$ cat config.mk
export PLATFORM = sky130hd
export DESIGN_NAME = fsia_queue
export DESIGN_NICKNAME = d
export VERILOG_FILES = /design/src/hw/rtl/fsia_pkg.sv /design/src/hw/rtl/fsia_queue.sv
export SDC_FILE = /design/constraint.sdc
export NUM_CORES = 1
export LEC_CHECK = 0
export CAP_MARGIN = 20
export CORE_ASPECT_RATIO = 0.75
export CORE_UTILIZATION = 61
export DETAILED_ROUTE_END_ITERATION = 8
export DONT_BUFFER_PORTS = 1
export GPL_TIMING_DRIVEN = 1
export PLACE_DENSITY = 0.81
export RECOVER_POWER = 100
export SLEW_MARGIN = 20
export SYNTH_ARGS = -nofsm -noshare
export SYNTH_HDL_FRONTEND = slang
export SYNTH_SLANG_ARGS = --single-unit
$ cat constraint.sdc
create_clock -name clk -period 4.4 [get_ports clk]
set_input_delay 0 -clock clk [delete_from_list [all_inputs] [get_ports clk]]
set_output_delay 0 -clock clk [all_outputs]
set_load 0.02 [all_outputs]
$ cat src/hw/rtl/fsia_pkg.sv
`default_nettype none

package fsia_pkg;

    // Fixed field widths of the block's ports and internal results
    localparam int KEY_W   = 64;
    localparam int BASE_W  = 16;
    localparam int ID_W    = 17;
    localparam int ORDER_W = 16;

    // One accepted transaction as it waits between the front and back parts
    typedef struct packed {
        logic [KEY_W-1:0] key;
        logic             sol;
    } fsia_item_t;

    // Lookup outcome handed from the back part to the output stage
    typedef struct packed {
        logic [ORDER_W-1:0] order;
        logic               was_new;
        logic               full;
    } fsia_result_t;

endpackage

`default_nettype wire

$ cat src/hw/rtl/fsia_queue.sv
`default_nettype none

module fsia_queue
    import fsia_pkg::*;
(
    input  wire logic       clk,
    input  wire logic       rst_n,
    input  wire logic       push,
    input  wire fsia_item_t push_item,
    output logic            full,
    input  wire logic       pop,
    output logic            not_empty,
    output fsia_item_t      pop_item
);

    fsia_item_t  slot_reg [2];
    logic        wr_ptr_reg;
    logic        wr_ptr_next;
    logic        rd_ptr_reg;
    logic        rd_ptr_next;
    logic [1:0]  cnt_reg;
    logic [1:0]  cnt_next;

    assign full      = (cnt_reg == 2'd2);
    assign not_empty = (cnt_reg != 2'd0);
    assign pop_item  = slot_reg[rd_ptr_reg];

    // Advance pointers and occupancy
    always_comb
    begin
        wr_ptr_next = wr_ptr_reg;
        rd_ptr_next = rd_ptr_reg;
        cnt_next    = cnt_reg;
        if (push)
        begin
            wr_ptr_next = ~wr_ptr_reg;
        end
        if (pop)
        begin
            rd_ptr_next = ~rd_ptr_reg;
        end
        if (push && !pop)
        begin
            cnt_next = cnt_reg + 2'd1;
        end
        else if (pop && !push)
        begin
            cnt_next = cnt_reg - 2'd1;
        end
    end

    always_ff @(posedge clk or negedge rst_n)
    begin
        if (!rst_n)
        begin
            wr_ptr_reg <= 1'b0;
            rd_ptr_reg <= 1'b0;
            cnt_reg    <= 2'd0;
        end
        else
        begin
            wr_ptr_reg <= wr_ptr_next;
            rd_ptr_reg <= rd_ptr_next;
            cnt_reg    <= cnt_next;
        end
    end

    // Hold the transaction payload
    always_ff @(posedge clk)
    begin
        if (push)
        begin
            slot_reg[wr_ptr_reg] <= push_item;
        end
    end

    a_no_overflow: assert property (@(posedge clk) disable iff (!rst_n)
        push |-> (!full || pop))
        else $error("queue written while full");

endmodule

`default_nettype wire

======== Yosys cells after proc, flatten, opt, wreduce, memory -nomap -nowiden ========
Memory sizes are Yosys's and may differ from the RTL's.
Index checks and enable logic that the tools add are counted.
cells by class
  $add $sub $neg .......................... 2
  $mul .................................... 0
  div/mod/pow operators ................... 0
  order comparisons ....................... 0
  equality and inequality tests ........... 1
  shift-type cells ........................ 0
  multiplexer cells ....................... 4
  bitwise gates (word level) .............. 2
  reduce and logical (&&, ||, !) cells .... 6
operators by type and width
  cell                 number
  $mux 2               2
  $reduce_bool 2->1    2
  $add 2x1->2 const B  1
  $eq 2x2->1 const B   1
  $logic_and 1x1->1    2
  $logic_not 1->1      2
  $mux 1               2
  $not 1->1            2
  $sub 2x1->2 const B  1
word-level totals
  register bits ........................... 4
  bits in latches ......................... 0
  bits in writable memories ............... 130
  bits in read-only memories .............. 0
  input port bits ......................... 69
  output and inout bits ................... 67
  memories kept ........................... 1
memory list
  name      depth  width  rd ports  clocked after memory_dff  wr ports  line              RTL
  slot_reg  2      65     1         0                         1         fsia_queue.sv:16  fsia_item_t slot_reg [2];

======== Logic depth before layout (Yosys ltp) ========
  depth after elaboration ................. 4
  depth in mapped cells ................... 5
  gate-level depth less buffers ........... 5

======== Least setup slack after synthesis ========
No wires, ideal clock.
  path type ............................... reg-to-reg
  from .................................... reg wr_ptr_reg
  to ...................................... mem slot_reg[0][0] (netlist name) (enable)
  setup time .............................. 496 ps
  arrival ................................. 3291 ps
  path slack .............................. 613 ps
  stages on the path, launching flop included .. 2
  path buffers ............................ 0
  cells stage by stage .................... dfrtp_1 -> nor2b_1
RTL lines
  element                 line              RTL
  start, declared         fsia_queue.sv:17  logic wr_ptr_reg;
  start signal, assigned  fsia_queue.sv:62  wr_ptr_reg <= wr_ptr_next;
  end, declared           fsia_queue.sv:16
Straight into the memory's write port.

======== Worst setup path in the final report ========
  from .................................... reg wr_ptr_reg
  to ...................................... mem slot_reg[0][2] (netlist name) (enable)
Straight into the memory's write port.

==> results.json <==
{
  "status": "finished, violations left",
  "violations": "capacitance limit, slew limit",
  "synth_top_cell_by_area": "edfxtp_1",
  "pwr-share-clk_pct": 35.6,
  "cts_inserted_buffers": 17,
  "grt_max_degree": 67,
  "power.net_switching_mw": 1.31,
  "p_int_mw": 3.01,
  "max_slew_margin_pct": -12.0,
  "timing.setup.tns_ns": 0,
  "drv_slew": 30,
  "power_density_nw_per_um2": 684,
  "clock-sinks": 134,
  "postSynthAreaPerCell_um2": 23.1,
  "core_area_um2": 7950,
  "netlist_area_um2": 5040,
  "p_sw_share_pct": 30.3,
  "h-tree-depth": 4,
  "area_delta_synth_final_pct": 25.3,
  "critPathCaptureType": "flip-flop",
  "worstPathRequired_ns": 4.51,
  "seqCellArea_um2": 4010,
  "synth_edf_count": 130,
  "drt_pass1_iterations": 4,
  "final_area_um2": 6320,
  "synthCells": 218,
  "routed_wl_um": 8740,
  "clock_skew_ns": 0.00558,
  "cts-root-buf": "clkbuf_8",
  "crit_path_max_fanout": 37,
  "cap_violations": 1,
  "hold_viol": 0,
  "via_per_inst": 5.43,
  "grt_remaining_overflow": 0,
  "synth_top_cells_by_count": "edfxtp_1 (130), mux2_4 (40), mux2_2 (25)",
  "synth-seq-cells": 134,
  "postCtsSetupBuffers": 0,
  "synth_warnings": 0,
  "clk_latency_ns": 0.51,
  "grtUsageTotal_pct": 20.8,
  "multi_input_area_um2": 826,
  "peakVddDrop_mv": 0.585,
  "dr_total_vias": 2276,
  "cts.clk_slew.worst_paths_ns": 0.06,
  "antenna_found_initial": 1,
  "port_buffers": 0,
  "antenna_left": 0,
  "period_needed_ns": 2.96,
  "period_share_pct": 67.3,
  "wl_per_cell_um": 20.9,
  "cts_tree": "yes",
  "power_frac_seq_pct": 43.8,
  "io-pin-count": 136,
  "finalSetupViolations": 0,
  "start_util_pct": 63.4,
  "worstSetupStartpointType": "flip-flop",
  "drive_gt1_share_pct": 10.5,
  "synth_top_area_share_pct": 77.4,
  "drt_iter0_markers": 89,
  "synth_most_common_cell": "edfxtp_1",
  "grt_pass1_wl_um": 12400,
  "r2r_cells": 2,
  "grt_setup_unrepaired": "no",
  "gp_congestion": 0.708,
  "ys_async_sr_fraction_pct": 2.99,
  "drc": 0,
  "pwr-share-comb_pct": 20.6,
  "tightest_slew_ns": 1.68,
  "postCtsHoldBufs": 69,
  "die-height_um": 80.7,
  "nets": 371,
  "synth.distinct_cells": 14,
  "rows": 28,
  "yosysSeqAreaShare_pct": 79.4,
  "leakagePower_nw": 2.19,
  "synth_area_leaders": "edfxtp_1 (77%), mux2_4 (12%), mux2_2 (5.6%)",
  "die_area_um2": 8640,
  "synth_ff_type": "edfxtp_1",
  "whs_path_depth": 1,
  "cts_buffer_depth": 2,
  "largest_reg_flops": 130,
  "synth_nets": 288,
  "cts_resized": 0,
  "grt_pass1_vias": 2326,
  "arrival_ns": 3.07,
  "fmax_mhz": 338,
  "nFillCells": 434,
  "die_x_um": 107,
  "hold_path.class": "in2reg",
  "worstSetupPathType": "reg2reg",
  "placed_area_um2": 5130
}
==> final timing paths <==
check | end | slack (ns) | start
setup / recovery | slot_reg[0][2]$_DFFE_PP_ | 1.44 | wr_ptr_reg$_DFFE_PN0P_
hold / removal | slot_reg[1][56]$_DFFE_PP_ | 0.14 | push_item[56]
setup reg to reg | slot_reg[0][2]$_DFFE_PP_ | 1.44 | wr_ptr_reg$_DFFE_PN0P_
hold reg to reg | cnt_reg[1]$_DFFE_PN0P_ | 0.49 | cnt_reg[1]$_DFFE_PN0P_
max in group asynchronous | rd_ptr_reg$_DFFE_PN0P_ | 3.90 | rst_n
min in group asynchronous | cnt_reg[1]$_DFFE_PN0P_ | 0.31 | rst_n
==> worst max-delay path: stages, from the launching register on <==
cell      delay (ns)
dfrtp_1         0.42
nor2b_4         0.82
clkbuf_1        1.28
==> stage by stage <==
step           util, %  hold WS [ns]  worst slack (ns)  instances  power, mW
6_report          79.4         0.143              1.44        419       4.32
3_5_place_dp      64.6        -0.295              2.25        318       2.96
4_1_cts           81.4         0.114              2.18        418       4.56
5_1_grt           79.4         0.117              1.23        419       4.46
3_3_place_gp      64.6        -0.295              2.29        318       2.94
2_1_floorplan        -        -0.296             0.613        218       2.85
==> layout make-up <==
cell class / instances / share of cell area (%)
Sequential cell: 134 / 63.5
Clock buffer: 19 / 6.68
Multi-Input combinational cell: 76 / 13.1
Tap cell: 105 / 2.08
Timing Repair Buffer: 71 / 11.1
Inverter: 1 / 0.0594
Antenna cell: 1 / 0.0396
Clock inverter: 12 / 3.57
==> per-layer routing <==
metal | part of all wire [%] | GRT usage, % | wire [µm] | vias to the layer above
li1 | - | - | - | 1027
met1 | 42 | 23.8 | 3640 | 1127
met2 | 48 | 33.4 | 4210 | 115
met3 | 9.2 | 10.0 | 804 | 7
met4 | 1.0 | 9.86 | 89 | 0
met5 | 0 | 0 | 0 | -
==> power groups by stage <==
stage	registers, mW	logic, mW	clock network, mW
2_1_floorplan	1.79	1.07	0
3_3_place_gp	1.92	1.01	0
3_5_place_dp	1.94	1.02	0
4_1_cts	1.92	1.09	1.55
5_1_grt	1.93	0.928	1.60
6_report	1.89	0.888	1.54
==> kinds of logic (layout without fill, tap and decap cells) <==
logic type               count (synthesis)  after routing  synth area share, %
adder cells (fa/ha/maj)                  1              1                0.248
XOR/XNOR                                 5              5                0.869
multiplexers                            65             65                 17.5
buffers and inverters                    8            103                 1.39
AND/OR/NAND/NOR                          5              5                0.571
flip-flops                             134            134                 79.4
other                                    0              1                    0
==> placed cells by master (no fill, tap or decap), types with 2 or more instances in the layout <==
master	n
bufinv_16	6
clkbuf_1	4
clkbuf_16	16
clkinv_2	2
clkinv_4	2
dfrtp_1	3
dlygate4sd3_1	69
edfxtp_1	130
inv_6	2
mux2_1	65
xor2_1	4
No activity file was read; power rests on OpenSTA's default activity.
